### src/rtl/rsort_pkg.sv
// Shared constants, command and status types, and key helpers for the radix sort order unit.
// No dependencies; every other file imports this package.
package rsort_pkg;

   localparam int MAX_ITEMS = 4096;
   localparam int AW        = $clog2(MAX_ITEMS);   // item address bits
   localparam int CW        = AW + 1;              // item count bits
   localparam int BUCKETS   = 2048;
   localparam int DW        = $clog2(BUCKETS);     // digit bits
   localparam int PASSES    = 6;
   localparam int PW        = 3;                   // pass number bits
   localparam logic [63:0] SIGN_BIT = 64'h8000_0000_0000_0000;

   localparam logic CSR_DESCENDING   = 1'b0;
   localparam logic CSR_RETURN_ORDER = 1'b1;

   typedef struct packed {
      logic          load;        // store the request beat
      logic          rd_req;      // read sorted position
      logic          out_load;    // move read data to output register
      logic          clr;         // clear all count banks at bucket
      logic          hist_rd;     // read source item
      logic          hist_cnt;    // read every bank at its digit
      logic          hist_wr;     // write incremented counts
      logic          pfx_start;   // clear running sums
      logic          pfx_rd;      // read every bank at bucket
      logic          pfx_wr;      // write running sums
      logic          sct_rd;      // read source item of a pass
      logic          sct_cnt;     // read the pass bank at the digit
      logic          sct_wr;      // write destination, bump the count
      logic          sorted_set;  // sort finished
      logic [AW-1:0] item_idx;
      logic [DW-1:0] bucket;
      logic [PW-1:0] pass;
   } cmd_type;

   typedef struct packed {
      logic [CW-1:0] item_count;
      logic          out_free;
   } stat_type;

   function automatic logic is_nan(input logic [63:0] v);
      return (v[62:52] == 11'h7FF) && (v[51:0] != 52'd0);
   endfunction

   // Order-preserving unsigned key of a double pattern.
   function automatic logic [63:0] key_of(input logic [63:0] v, input logic desc);
      logic [63:0] t;
      t = is_nan(v) ? (v | SIGN_BIT) : v;
      t = desc ? (t ^ SIGN_BIT) : t;
      return t[63] ? ~t : (t ^ SIGN_BIT);
   endfunction

   function automatic logic [DW-1:0] digit_of(input logic [63:0] key, input logic [PW-1:0] pass);
      logic [DW-1:0] d;
      unique case (pass)
         3'd0:    d = key[10:0];
         3'd1:    d = key[21:11];
         3'd2:    d = key[32:22];
         3'd3:    d = key[43:33];
         3'd4:    d = key[54:44];
         default: d = {2'b00, key[63:55]};
      endcase
      return d;
   endfunction

endpackage

### src/rtl/rsort_ctrl.sv
// Sequencer of the radix sort order unit: clear, histogram, prefix and scatter phases.
// Depends on rsort_pkg; drives rsort_dp through the command struct.
module rsort_ctrl (
   input  logic                clock,
   input  logic                reset,
   input  logic                req_valid,
   output logic                req_stall,
   input  logic                req_func,
   input  logic                req_last,
   input  rsort_pkg::stat_type stat,
   output rsort_pkg::cmd_type  cmd
);
   import rsort_pkg::*;

   typedef enum logic [10:0] {
      S_IDLE     = 11'b000_0000_0001,
      S_READ     = 11'b000_0000_0010,
      S_CLR      = 11'b000_0000_0100,
      S_HIST_RD  = 11'b000_0000_1000,
      S_HIST_CNT = 11'b000_0001_0000,
      S_HIST_WR  = 11'b000_0010_0000,
      S_PFX_RD   = 11'b000_0100_0000,
      S_PFX_WR   = 11'b000_1000_0000,
      S_SCT_RD   = 11'b001_0000_0000,
      S_SCT_CNT  = 11'b010_0000_0000,
      S_SCT_WR   = 11'b100_0000_0000
   } state_type;

   state_type     state_ff, state_in;
   logic [AW-1:0] item_ff, item_in;
   logic [DW-1:0] bucket_ff, bucket_in;
   logic [PW-1:0] pass_ff, pass_in;
   logic          accept, last_item, last_bucket;

   assign req_stall   = (state_ff != S_IDLE);
   assign accept      = req_valid && !req_stall;
   assign last_item   = ({1'b0, item_ff} + CW'(1)) == stat.item_count;
   assign last_bucket = (bucket_ff == DW'(BUCKETS - 1));

   always_comb begin
      state_in  = state_ff;
      item_in   = item_ff;
      bucket_in = bucket_ff;
      pass_in   = pass_ff;
      cmd       = '0;
      unique case (state_ff)
         S_IDLE: begin
            if (accept && req_func) begin
               cmd.rd_req = 1'b1;
               state_in   = S_READ;
            end else if (accept) begin
               cmd.load = 1'b1;
               if (req_last) begin
                  bucket_in = '0;
                  pass_in   = '0;
                  item_in   = '0;
                  state_in  = S_CLR;
               end
            end
         end
         S_READ: begin
            if (stat.out_free) begin
               cmd.out_load = 1'b1;
               state_in     = S_IDLE;
            end
         end
         S_CLR: begin
            cmd.clr   = 1'b1;
            bucket_in = bucket_ff + DW'(1);
            if (last_bucket) begin
               if (stat.item_count == '0) begin
                  cmd.sorted_set = 1'b1;
                  state_in       = S_IDLE;
               end else begin
                  state_in = S_HIST_RD;
               end
            end
         end
         S_HIST_RD: begin
            cmd.hist_rd = 1'b1;
            state_in    = S_HIST_CNT;
         end
         S_HIST_CNT: begin
            cmd.hist_cnt = 1'b1;
            state_in     = S_HIST_WR;
         end
         S_HIST_WR: begin
            cmd.hist_wr = 1'b1;
            if (last_item) begin
               cmd.pfx_start = 1'b1;
               item_in       = '0;
               bucket_in     = '0;
               state_in      = S_PFX_RD;
            end else begin
               item_in  = item_ff + AW'(1);
               state_in = S_HIST_RD;
            end
         end
         S_PFX_RD: begin
            cmd.pfx_rd = 1'b1;
            state_in   = S_PFX_WR;
         end
         S_PFX_WR: begin
            cmd.pfx_wr = 1'b1;
            bucket_in  = bucket_ff + DW'(1);
            state_in   = last_bucket ? S_SCT_RD : S_PFX_RD;
         end
         S_SCT_RD: begin
            cmd.sct_rd = 1'b1;
            state_in   = S_SCT_CNT;
         end
         S_SCT_CNT: begin
            cmd.sct_cnt = 1'b1;
            state_in    = S_SCT_WR;
         end
         S_SCT_WR: begin
            cmd.sct_wr = 1'b1;
            if (last_item) begin
               item_in = '0;
               if (pass_ff == PW'(PASSES - 1)) begin
                  cmd.sorted_set = 1'b1;
                  pass_in        = '0;
                  state_in       = S_IDLE;
               end else begin
                  pass_in  = pass_ff + PW'(1);
                  state_in = S_SCT_RD;
               end
            end else begin
               item_in  = item_ff + AW'(1);
               state_in = S_SCT_RD;
            end
         end
         default: state_in = S_IDLE;
      endcase
      cmd.item_idx = item_ff;
      cmd.bucket   = bucket_ff;
      cmd.pass     = pass_ff;
   end

   always_ff @(posedge clock) begin
      if (reset) begin
         state_ff  <= S_IDLE;
         item_ff   <= '0;
         bucket_ff <= '0;
         pass_ff   <= '0;
      end else begin
         state_ff  <= state_in;
         item_ff   <= item_in;
         bucket_ff <= bucket_in;
         pass_ff   <= pass_in;
      end
   end

endmodule

### config.mk
export PLATFORM = sky130hd
export DESIGN_NAME = rsort_ctrl
export DESIGN_NICKNAME = d
export VERILOG_FILES = /design/src/rtl/rsort_pkg.sv /design/src/rtl/rsort_ctrl.sv
export SDC_FILE = /design/constraint.sdc
export NUM_CORES = 1
export LEC_CHECK = 0
export BUFFER_PORTS_ARGS = -buffer_cell sky130_fd_sc_hd__buf_2
export CORE_MARGIN = 2
export CORE_UTILIZATION = 30
export CTS_CLUSTER_DIAMETER = 60
export DETAILED_ROUTE_END_ITERATION = 6
export PLACE_DENSITY = 0.53
export SYNTH_ARGS = -nofsm -noshare
export SYNTH_HDL_FRONTEND = slang
export SYNTH_SLANG_ARGS = --single-unit
### constraint.sdc
create_clock -name clock -period 2.9 [get_ports clock]
set_input_delay 0.29 -clock clock [delete_from_list [all_inputs] [get_ports clock]]
set_output_delay 0.29 -clock clock [all_outputs]
set_load 0.005 [all_outputs]
After elaboration in Yosys (flattened, before gate mapping)

Cells that the tools add are included.

Add/subtract/negate cells: 4
Equal/unequal tests: 24
Multiplexer cells: 48
Reduce and logical (&&, ||, !) cells: 13

Operator list:

| cell                    | count |
|---|---|
| $pmux W11 S11           | 1 |
| $mux W11                | 10 |
| $mux W12                | 4 |
| $pmux W11 S3            | 1 |
| $pmux W12 S2            | 1 |
| $eq A11 B11 Y1 const B  | 2 |
| $mux W1                 | 18 |
| $mux W9                 | 2 |
| $mux W3                 | 5 |
| $ne A2 B2 Y1 const B    | 7 |
| $add A12 B1 Y13 const B | 1 |
| $eq A13 B13 Y1          | 1 |
| $logic_not A13 Y1       | 1 |
| $add A12 B1 Y12 const B | 1 |
| $add A11 B1 Y11 const B | 1 |
| $eq A11 B1 Y1 const B   | 1 |
| $eq A11 B10 Y1 const B  | 1 |
| $eq A11 B2 Y1 const B   | 1 |
| $eq A11 B3 Y1 const B   | 1 |
| $eq A11 B4 Y1 const B   | 1 |
| $eq A11 B5 Y1 const B   | 1 |
| $eq A11 B6 Y1 const B   | 1 |
| $eq A11 B7 Y1 const B   | 1 |
| $eq A11 B8 Y1 const B   | 1 |
| other kinds (17)        | 24 |

Bits in registers: 37
Output and inout bits: 41
Word-level logic and storage cells: 93

Longest topological paths before layout

Gate-level depths: netlist (run 1).

Depth in word-level cells: 6
Depth in mapped cells: 10

Worst setup path after synthesis (run 1)

OpenSTA, ideal clock, no wires.

Kind: flip-flop to output port
Start: register item_ff[0]
End: output cmd[26] (netlist name)
Arrival time: 2.302 ns
Data required time: 2.610 ns
Setup slack: 0.308 ns
Stages on the path, launching flop included: 9
Path buffers: 0
Cell sequence: dfxtp_1 ha_1 nand3_2 or4_1 a32oi_1 nand4_2 a2111oi_2 nand2b_1 o21ai_0

RTL lines:

| item                   | RTL line          | source |
|---|---|---|
| from (decl)            | rsort_ctrl.sv:30  | `logic [AW-1:0] item_ff, item_in;` |
| from (signal assigned) | rsort_ctrl.sv:148 | `item_ff <= item_in;` |
| to (decl)              | rsort_ctrl.sv:11  | `output rsort_pkg::cmd_type cmd` |

==> results.py, run 1 <==
metrics = {
    "floorplanning": {
        "rows": 34,
        "die_h_um": 98.3,
        "design.core.area_um2": 8680,
        "die_area_um2": 9670,
        "start_util_pct": 30.8,
        "ios": 60,
        "die_x_um": 98.3,
    },
    "timing": {
        "fmax_mhz": 355,
        "timing.final.crit_share_pct": 97.2,
        "finalClockSkew_ps": 10.1,
        "slew_headroom_pct": 61.5,
        "final_max_slew_viol_count": 0,
        "setup_viol": 0,
        "tightest_slew_ps": 572,
        "report.final.hold_viol_count": 0,
        "period_needed_ps": 2820,
        "fin_ws_ps": 80.6,
    },
    "synthesis": {
        "synth_fp_nets": 362,
        "synth_seq_cells": 37,
        "ys_async_sr_fraction_pct": 0,
        "synth_area_um2": 2670,
        "ys_types": 69,
        "synth_fa_ha_area_share_pct": 0.937,
        "syn_inst": 341,
        "synthMuxAreaShare_pct": 0.375,
        "synthSimpleGateAreaFrac_pct": 38.5,
        "synth_edf_count": 0,
        "yosys_warnings": 0,
        "synth-xor-area-share_pct": 4.64,
        "ys_seq_area_share_pct": 27.7,
        "ys.flop_type": "dfxtp_1",
        "synth_compound_area_share_pct": 23.4,
        "syn_area_per_cell_um2": 7.83,
        "synth_top_family_by_area": "simple AND/OR/NAND/NOR gates",
    },
    "detailed_routing": {
        "drcViolationCount": 0,
        "avgRoutedWirePerCell_um": 16.0,
        "antenna_left": 0,
        "via_per_inst": 5.60,
        "wl_um": 8520,
        "num_vias": 2987,
        "first_pass_iters": 4,
        "drt_iter0_drc": 124,
    },
    "global_route": {
        "grt_pass1_wl_um": 13600,
        "busiest_layer": "met2",
        "use_met3_pct": 2.29,
        "grt_overflow": 0,
        "grt.met2_usage_pct": 27.3,
        "use_met1_pct": 24.4,
        "grt_max_degree": 36,
        "grt_use_total_pct": 17.0,
        "grt_pass1_vias": 2580,
        "grt_antenna_before_repair": 0,
    },
    "worst_hold_path": {
        "worst_hold_path_type": "input port to flop",
    },
    "critical_path": {
        "cpPeakStageDelay_ps": 440,
        "critPathTopFamily": "simple AND/OR/NAND/NOR gates",
        "cp-end-kind": "output port",
        "startpoint_type": "flop",
        "timing.critical_path.buf_inv": 2,
        "path_class": "flop to output port",
        "worst_path_max_delay_cell": "or3_4",
        "crit_chain": "buf_6 > nand4_1 > nor3_4 > nand3_2 > or3_4 > a2111oi_4 > nand2b_1 > o21ai_1 > buf_2",
        "cp.arrival_ps": 2530,
        "crit_path_max_fanout": 7,
        "required_ps": 2610,
    },
    "placed_design": {
        "pre_cts_ws_ps": 131,
        "dp_cells": 514,
        "numPortBuffers": 59,
        "gp_congestion": 0.883,
        "post-dp-hpwl_um": 6260,
    },
    "cells_and_area": {
        "num-fill-cells": 927,
        "fin_cells": 533,
        "fin_nets": 446,
        "insertedDiodeCount": 0,
        "drive_gt1_share_pct": 30.8,
        "area_growth_pct": 30.0,
        "final_util_pct": 40.0,
    },
    "clock_tree": {
        "htree_levels": 2,
        "cts_buffers": 5,
        "clock-sinks": 37,
        "cts_tree": "yes",
        "clk_latency_ps": 290,
        "cts.path.max_buffers": 2,
        "clk_pin_slew_ps": 70,
        "holdBufCountCts": 0,
        "cts_root_buffer": "clkbuf_8",
    },
    "outcome": {
        "status": "completed",
    },
    "power": {
        "p_int_mw": 0.867,
        "clockPowerShare_pct": 28.1,
        "power.switching_mw": 0.457,
        "ir_worst_vdd_mv": 0.178,
        "leakage_nw": 1.34,
        "pwr-share-comb_pct": 30.2,
        "powerDensity_nw_per_um2": 382,
        "seq_power_share_pct": 41.7,
        "power_mw": 1.32,
        "swShare_pct": 34.5,
    },
    "run": {
        "cap_violations": 0,
    },
}
-- cells by family (layout without fill, tap and decap cells) --
group / Yosys count / after routing
buffers and inverters: 27 / 111
muxes: 1 / 1
DFF: 37 / 37
AOI/OAI and AO/OA: 83 / 83
xor gates and xnor gates: 11 / 11
adders and majority gates: 2 / 2
and+or+nand+nor: 180 / 180
-- tightest hold or removal path: stages --
cell and delay, ps:
buf_2 120, a21oi_1 120, a211oi_1 60
-- final cells by class --
cell class,count,area (um^2),share of cell area [%]
clock buffers,7,86.3,2.49
inverters,11,41.3,1.19
multi-input cells,277,1900,54.6
flip-flops and latches,37,748,21.5
well taps,108,135,3.89
repair buffers,93,566,16.3
-- registers in the layout (all words and copies together) (netlist names) --
name	cells
item_ff	12
pass_ff	3
state_ff	11
bucket_ff	11
-- power by group through the flow --
stage | sequential, mW | combinational [mW] | clock, mW
finish | 0.553 | 0.400 | 0.372
floorplan | 0.550 | 0.272 | 0
global placement | 0.562 | 0.390 | 0
global route | 0.557 | 0.446 | 0.401
detailed placement | 0.563 | 0.390 | 0
CTS | 0.552 | 0.392 | 0.377
-- metal layers --
metal  routed length, um  share of wire (%)
met1                4060                 48
met2                3950                 46
met3                 444                5.2
met4                  68               0.80
met5                   0                  0
-- metrics by stage --
stage          setup TNS (ps)  cell area (um^2)  hold WS [ps]
4_1_cts                 -17.7              3300           348
2_1_floorplan               0              2670           453
6_report                    0              3470           353
5_1_grt                 -54.2              3470           355
3_5_place_dp                0              3190           485
3_3_place_gp                0              3190           472
-- layout by cell type, fill, tap and decap left out, types with 9 or more instances in the layout --
cell type and n:
nand4_1 9, inv_1 9, nand2b_1 9, nor3_1 9
nand2_1 37, dfxtp_1 31, o21ai_0 12, nor2_1 23
a21oi_1 17, buf_4 30, buf_2 59, nand3_1 19
nor4_1 15
-- worst paths after layout --
check	startpoint	slack [ps]	cells past startpoint	end
max	item_ff[0]	80	9	cmd[26]
min	req_last	350	3	state_ff[2]
max reg2reg	item_ff[0]	100	11	item_ff[0]
min reg2reg	pass_ff[1]	500	1	pass_ff[1]
-- cells in the mapped netlist, types with 2 or more instances --
cell type | number | area share (%)
dfxtp_1 | 37 | 28
nand2_1 | 37 | 5.2
nor2_1 | 23 | 3.2
nand3_1 | 20 | 3.7
a21oi_1 | 17 | 3.2
nor4_1 | 15 | 3.5
o21ai_0 | 13 | 2.4
inv_1 | 9 | 1.3
nand2b_1 | 9 | 2.1
nand4_1 | 9 | 2.1
nor3_1 | 9 | 1.7
a311oi_1 | 8 | 2.6
and3_1 | 8 | 1.9
clkbuf_1 | 8 | 1.1
nor2b_1 | 8 | 1.9
xnor2_1 | 7 | 2.3
nand3b_1 | 5 | 1.4
or4_1 | 5 | 1.4
a211oi_1 | 4 | 1.1
and2_1 | 4 | 0.94
buf_2 | 4 | 0.75
o21ai_1 | 4 | 0.75
o31ai_1 | 4 | 1.1
or3_1 | 4 | 0.94
and4_1 | 3 | 0.98
buf_4 | 3 | 0.84
nor3b_1 | 3 | 0.84
nor4b_1 | 3 | 0.98
a2111oi_1 | 2 | 0.75
a211o_1 | 2 | 0.66
a21o_1 | 2 | 0.56
a221o_1 | 2 | 0.75
a41oi_1 | 2 | 0.66
clkinv_1 | 2 | 0.28
ha_1 | 2 | 0.94
nand4b_1 | 2 | 0.66
nor3_2 | 2 | 0.75
o211a_1 | 2 | 0.75
o211ai_1 | 2 | 0.56
o22a_1 | 2 | 0.66
o22ai_1 | 2 | 0.47
o32ai_1 | 2 | 0.66
or3b_2 | 2 | 0.66
xnor3_1 | 2 | 1.7
xor2_1 | 2 | 0.66
-- repair_timing --
item                                   4_1_cts  5_1_grt
endpoints found under the hold margin        0        0
setup endpoints to repair                    2        2
setup buffers                                0       12
pin swaps                                    3        9
resized for setup                            8       17
Power figures use the tool's default switching activity.
==> inputs of run 2 (changes only) <==
--- a/config.mk
+++ b/config.mk
@@ -6,11 +6,14 @@
 export NUM_CORES = 1
 export LEC_CHECK = 0
 export BUFFER_PORTS_ARGS = -buffer_cell sky130_fd_sc_hd__buf_2
+export CELL_PAD_IN_SITES_DETAIL_PLACEMENT = 1
+export CELL_PAD_IN_SITES_GLOBAL_PLACEMENT = 2
 export CORE_MARGIN = 2
-export CORE_UTILIZATION = 30
+export CORE_UTILIZATION = 31
 export CTS_CLUSTER_DIAMETER = 60
 export DETAILED_ROUTE_END_ITERATION = 6
-export PLACE_DENSITY = 0.53
+export PLACE_DENSITY = 0.84
+export SLEW_MARGIN = 40
 export SYNTH_ARGS = -nofsm -noshare
 export SYNTH_HDL_FRONTEND = slang
 export SYNTH_SLANG_ARGS = --single-unit
==> run 2 against run 1 <==
Against the previous run: non-clock buffer count shrank 3; sequential share of layout area grew 0.30 points; via count shrank 0.44%; register-to-register slack gained 20 ps; critical path depth grew 1; largest cell class unchanged; power grew 3.5%; clock skew grew 3.1 ps; sequential power is essentially flat.
==> results.py, run 2 (synthesis gave the netlist of run 1 again) <==
metrics = {
    "outcome": {
        "status": "completed",
    },
    "detailed_routing": {
        "wl_um": 9220,
        "via_per_inst": 5.63,
        "first_pass_iters": 4,
        "num_vias": 2974,
        "antenna_left": 0,
        "drt_iter0_drc": 99,
        "avgRoutedWirePerCell_um": 17.5,
        "drcViolationCount": 0,
    },
    "critical_path": {
        "required_ps": 2610,
        "critPathTopFamily": "simple AND/OR/NAND/NOR gates",
        "crit_chain": "ha_4 > nand3_4 > or4_1 > a32oi_1 > nand4_2 > buf_6 > a2111oi_4 > nand2b_1 > o21ai_1 > buf_2",
        "cpPeakStageDelay_ps": 470,
        "startpoint_type": "flop",
        "cp.arrival_ps": 2510,
        "cp-end-kind": "output port",
        "timing.critical_path.buf_inv": 2,
        "worst_path_max_delay_cell": "or4_1",
        "crit_path_max_fanout": 6,
        "path_class": "flop to output port",
    },
    "global_route": {
        "grt_use_total_pct": 19.5,
        "grt_max_degree": 36,
        "grt_pass1_wl_um": 15300,
        "grt_pass1_vias": 2999,
        "grt_overflow": 0,
        "grt_antenna_before_repair": 0,
    },
    "timing": {
        "tightest_slew_ps": 634,
        "setup_viol": 0,
        "fmax_mhz": 357,
        "fin_ws_ps": 96.4,
        "final_max_slew_viol_count": 0,
        "finalClockSkew_ps": 13.2,
        "finalSetupTns_ps": 0,
        "holdWs_ps": 337,
        "slew_headroom_pct": 57.6,
        "report.final.hold_viol_count": 0,
        "rsz0062_at_grt": "yes",
        "timing.final.crit_share_pct": 96.7,
        "period_needed_ps": 2800,
    },
    "floorplanning": {
        "die_h_um": 96.8,
        "start_util_pct": 32.2,
        "design.core.area_um2": 8300,
        "die_area_um2": 9370,
        "die_x_um": 96.8,
        "rows": 33,
        "ios": 60,
    },
    "cells_and_area": {
        "mostFrequentLayoutCells": "59 x buf_2, 37 x nand2_1, 29 x dfxtp_1, 28 x buf_4, 23 x nor2_1",
        "regMostFlops": "item_ff",
        "fin_nets": 443,
        "final_util_pct": 41.5,
        "insertedDiodeCount": 0,
        "final_area_um2": 3450,
        "layout_commonest_cell": "buf_2",
        "largest_reg_flops": 12,
        "drive_gt1_share_pct": 30.5,
        "top_regs": "item_ff x12, bucket_ff x11, state_ff x11",
        "area_growth_pct": 29.1,
    },
    "power": {
        "leakage_nw": 1.31,
        "powerDensity_nw_per_um2": 398,
        "ir_worst_vdd_mv": 0.239,
    },
    "placed_design": {
        "pre_cts_ws_ps": 85.2,
        "gp_congestion": 0.912,
        "numPortBuffers": 59,
        "post-dp-hpwl_um": 6870,
        "placed_cell_area_um2": 3180,
    },
    "clock_tree": {
        "cts_buffers": 5,
        "clk_pin_slew_ps": 80,
        "htree_levels": 2,
        "clock-sinks": 37,
        "holdBufCountCts": 0,
        "cts.path.max_buffers": 2,
        "clk_latency_ps": 300,
        "cts_tree": "yes",
        "cts_root_buffer": "clkbuf_8",
    },
    "run": {
        "cap_violations": 0,
    },
    "worst_hold_path": {
        "worst_hold_path_type": "input port to flop",
    },
}
[run 2: cell types whose count changed in the layout (fill, tap and decap cells not counted), sizes merged]
| cell | delta |
|---|---|
| clkinv | +1 |
| buf | -3 |
[run 2: path summary, 6_finish.rpt]
path	start	to	slack, ps	cells after the start
worst max register to register	item_ff[0]	bucket_ff[4]	120	10
worst max-delay path	item_ff[0]	cmd[26]	100	10
worst min register to register	pass_ff[1]	pass_ff[1]	500	1
worst min-delay path	req_last	state_ff[2]	340	3
[run 2: tightest hold or removal path, cell delays in order]
cell	delay (ps)
buf_2	120
a21oi_1	120
a211oi_1	60
[run 2: where the power goes]
part / switching (mW) / internal, mW / total [mW]
clock network: 0.198 / 0.215 / 0.414
registers: 0.0317 / 0.523 / 0.555
logic: 0.246 / 0.156 / 0.402
[run 2: per-stage QoR]
stage	cells	power (mW)
detailed placement	510	0.961
global placement	510	0.951
global route	528	1.45
floorplan	341	0.822
CTS	521	1.38
finish	528	1.37
[run 2: area by class of cell]
type | instances | area [um^2]
multi-input combinational | 277 | 1880
clock inverter | 1 | 5.00
sequential | 37 | 753
timing repair buffer | 90 | 539
tap | 105 | 131
clock buffer | 7 | 96.3
inverter | 11 | 41.3
fill | 1054 | 4850
[run 2: per-layer routing]
layer  track usage (%)  wire length (um)  vias to the layer above
met2              34.0              4510                       58
met3              2.38               262                        9
met4              4.98               120                        0
met1              25.4              4330                     1443
met5                 0                 0                        -
li1                  -                 -                     1464
[run 2: repair_timing]
item                                    CTS  global route
buffers inserted                          3             7
resized for setup                         8            16
endpoints found under the setup margin    2            14
pin swaps                                 2             5
==> inputs of run 3 (changes only) <==
--- a/config.mk
+++ b/config.mk
@@ -9,10 +9,11 @@
 export CELL_PAD_IN_SITES_DETAIL_PLACEMENT = 1
 export CELL_PAD_IN_SITES_GLOBAL_PLACEMENT = 2
 export CORE_MARGIN = 2
-export CORE_UTILIZATION = 31
+export CORE_UTILIZATION = 33
 export CTS_CLUSTER_DIAMETER = 60
 export DETAILED_ROUTE_END_ITERATION = 6
-export PLACE_DENSITY = 0.84
+export GPL_TIMING_DRIVEN = 0
+export PLACE_DENSITY = 0.88
 export SLEW_MARGIN = 40
 export SYNTH_ARGS = -nofsm -noshare
 export SYNTH_HDL_FRONTEND = slang
==> constraint.sdc (replaced) <==
create_clock -name clock -period 3.4 [get_ports clock]
set_input_delay 0.34 -clock clock [delete_from_list [all_inputs] [get_ports clock]]
set_output_delay 0.34 -clock clock [all_outputs]
set_load 0.005 [all_outputs]
==> run 3 against run 2 <==
Against the previous run: register-to-register slack improved by 330 ps; utilization is essentially flat; clock power is 25% lower; routed wire length fell by 2.8%; via count is 1.1% lower; hold slack gained 60 ps; count of clock-buffer cells in the layout decreased by 1; first-iteration DRC count grew 7.1%; non-clock buffer count decreased by 15; largest cell class unchanged; largest power group unchanged.
==> results.py, run 3 (synthesis gave the netlist of run 1 again) <==
metrics = {
    "outcome": {
        "status": "completed",
    },
    "cells_and_area": {
        "layout_commonest_cell": "buf_2",
        "regMostFlops": "item_ff",
        "fin_nets": 428,
        "final_area_um2": 3230,
        "largest_reg_flops": 12,
        "insertedDiodeCount": 0,
        "top_regs": "item_ff x12, bucket_ff x11, state_ff x11",
        "mostFrequentLayoutCells": "62 x buf_2, 37 x nand2_1, 35 x dfxtp_1, 23 x nor2_1, 20 x nand3_1",
        "area_growth_pct": 20.9,
        "drive_gt1_share_pct": 23.5,
    },
    "global_route": {
        "grt_pass1_vias": 2850,
        "grt_max_degree": 12,
        "grt_overflow": 0,
        "grt_pass1_wl_um": 14300,
        "grt_antenna_before_repair": 0,
        "grt_use_total_pct": 20.5,
    },
    "critical_path": {
        "r2r-end": "item_ff[6]",
        "r2r_slack_ps": 450,
        "rr_startpoint": "item_ff[0]",
        "reg2reg_depth": 9,
        "startpoint_type": "flop",
        "cp.arrival_ps": 2850,
        "crit_path_max_fanout": 8,
        "path_class": "flop to output port",
        "cp-end-kind": "output port",
        "required_ps": 3060,
    },
    "detailed_routing": {
        "via_per_inst": 5.77,
        "wl_um": 8970,
        "drcViolationCount": 0,
        "drt_iter0_drc": 106,
        "avgRoutedWirePerCell_um": 17.6,
        "num_vias": 2941,
        "first_pass_iters": 4,
        "antenna_left": 0,
    },
    "worst_hold_path": {
        "worst_hold_path_type": "input port to flop",
        "whs_path_depth": 3,
        "min-delay-start": "req_last",
        "holdPathEnd": "state_ff[2]",
    },
    "floorplanning": {
        "die_x_um": 94.0,
        "die_area_um2": 8830,
        "ios": 60,
        "start_util_pct": 34.4,
        "die_h_um": 94.0,
        "rows": 32,
        "design.core.area_um2": 7770,
    },
    "timing": {
        "timing.final.crit_share_pct": 93.8,
        "rsz0062_at_grt": "no",
        "finalClockSkew_ps": 9.01,
        "report.final.hold_viol_count": 0,
        "tightest_slew_ps": 777,
        "period_needed_ps": 3190,
        "fmax_mhz": 313,
        "final_max_slew_viol_count": 0,
        "finalSetupTns_ps": 0,
        "fin_ws_ps": 209,
        "setup_viol": 0,
        "slew_headroom_pct": 47.7,
    },
    "placed_design": {
        "pre_cts_ws_ps": 186,
        "post-dp-hpwl_um": 6840,
        "gp_congestion": 0.807,
        "placed_cell_area_um2": 3090,
        "numPortBuffers": 58,
    },
    "clock_tree": {
        "htree_levels": 2,
        "cts.path.max_buffers": 2,
        "clk_latency_ps": 290,
        "cts_root_buffer": "clkbuf_8",
        "cts_buffers": 5,
        "clk_pin_slew_ps": 80,
        "clock-sinks": 37,
        "cts_tree": "yes",
    },
    "power": {
        "leakage_nw": 1.19,
        "ir_worst_vdd_mv": 0.163,
        "powerDensity_nw_per_um2": 346,
    },
    "run": {
        "cap_violations": 0,
    },
}
-- run 3: cell count changes in the layout (fill, tap and decap cells not counted), moves of 2 or more --
cell      change
dfxtp_1       +6
buf_2         +3
buf_6         -3
clkbuf_1      +9
buf_4        -24
and3_4        -2
and3_1        +2
dfxtp_2       -5
clkbuf_8      -2
-- run 3: worst max-delay path by stage --
stage | start | to | slack (ps) | cells after the start
after floorplan | item_ff[0] | cmd[26] | 760 | 8
after global placement | item_ff[0] | cmd[26] | 220 | 9
after detailed placement | item_ff[0] | cmd[26] | 190 | 9
after CTS | item_ff[1] | cmd[26] | 7 | 9
after global routing | item_ff[0] | cmd[32] | 70 | 7
final | item_ff[0] | cmd[32] | 210 | 7
-- run 3: final cells by class --
cell class | count | area (um^2)
fillers | 992 | 4540
clock inverters | 2 | 10.0
inverters | 11 | 41.3
clock buffers | 6 | 72.6
repair buffers | 59 | 298
well taps | 102 | 128
flip-flops and latches | 37 | 743
multi-input cells | 277 | 1860
plain buffers | 16 | 76.3
-- run 3: through the flow --
step | total power [mW] | utilization, % | instances | hold slack (ps)
2_1_floorplan | 0.701 | - | 341 | 453
3_3_place_gp | 0.798 | 39.8 | 501 | 478
3_5_place_dp | 0.809 | 39.8 | 501 | 495
4_1_cts | 1.12 | 41.1 | 509 | 389
5_1_grt | 1.18 | 41.5 | 510 | 417
6_report | 1.12 | 41.5 | 510 | 397
-- run 3: layer usage --
| metal | up-vias | track usage, % | share of wire (%) |
|---|---|---|---|
| li1 | 1442 | - | - |
| met1 | 1429 | 25.9 | 47 |
| met2 | 60 | 36.7 | 48 |
| met3 | 10 | 2.81 | 3.5 |
| met4 | 0 | 5.19 | 1.5 |
| met5 | - | 0 | 0 |
-- run 3: critical path, cell delays in order, from the launching register on --
cell       delay (ps)
dfxtp_2           410
ha_2              260
nand3_2           180
or4_1             500
a32oi_1           250
nand4_4           220
a2111oi_2         530
buf_2             200
-- run 3: what timing repair did --
item | CTS | global route
hold endpoints to repair | 0 | 0
pin swaps | 0 | 2
gates resized for setup | 4 | 4
hold buffers | 0 | 0
setup buffers | 0 | 1
endpoints found under the setup margin | 2 | 2
-- run 3: power by group --
part	internal [mW]	switching (mW)
registers	0.446	0.0187
clock network	0.142	0.167
logic	0.121	0.221
total	0.709	0.407
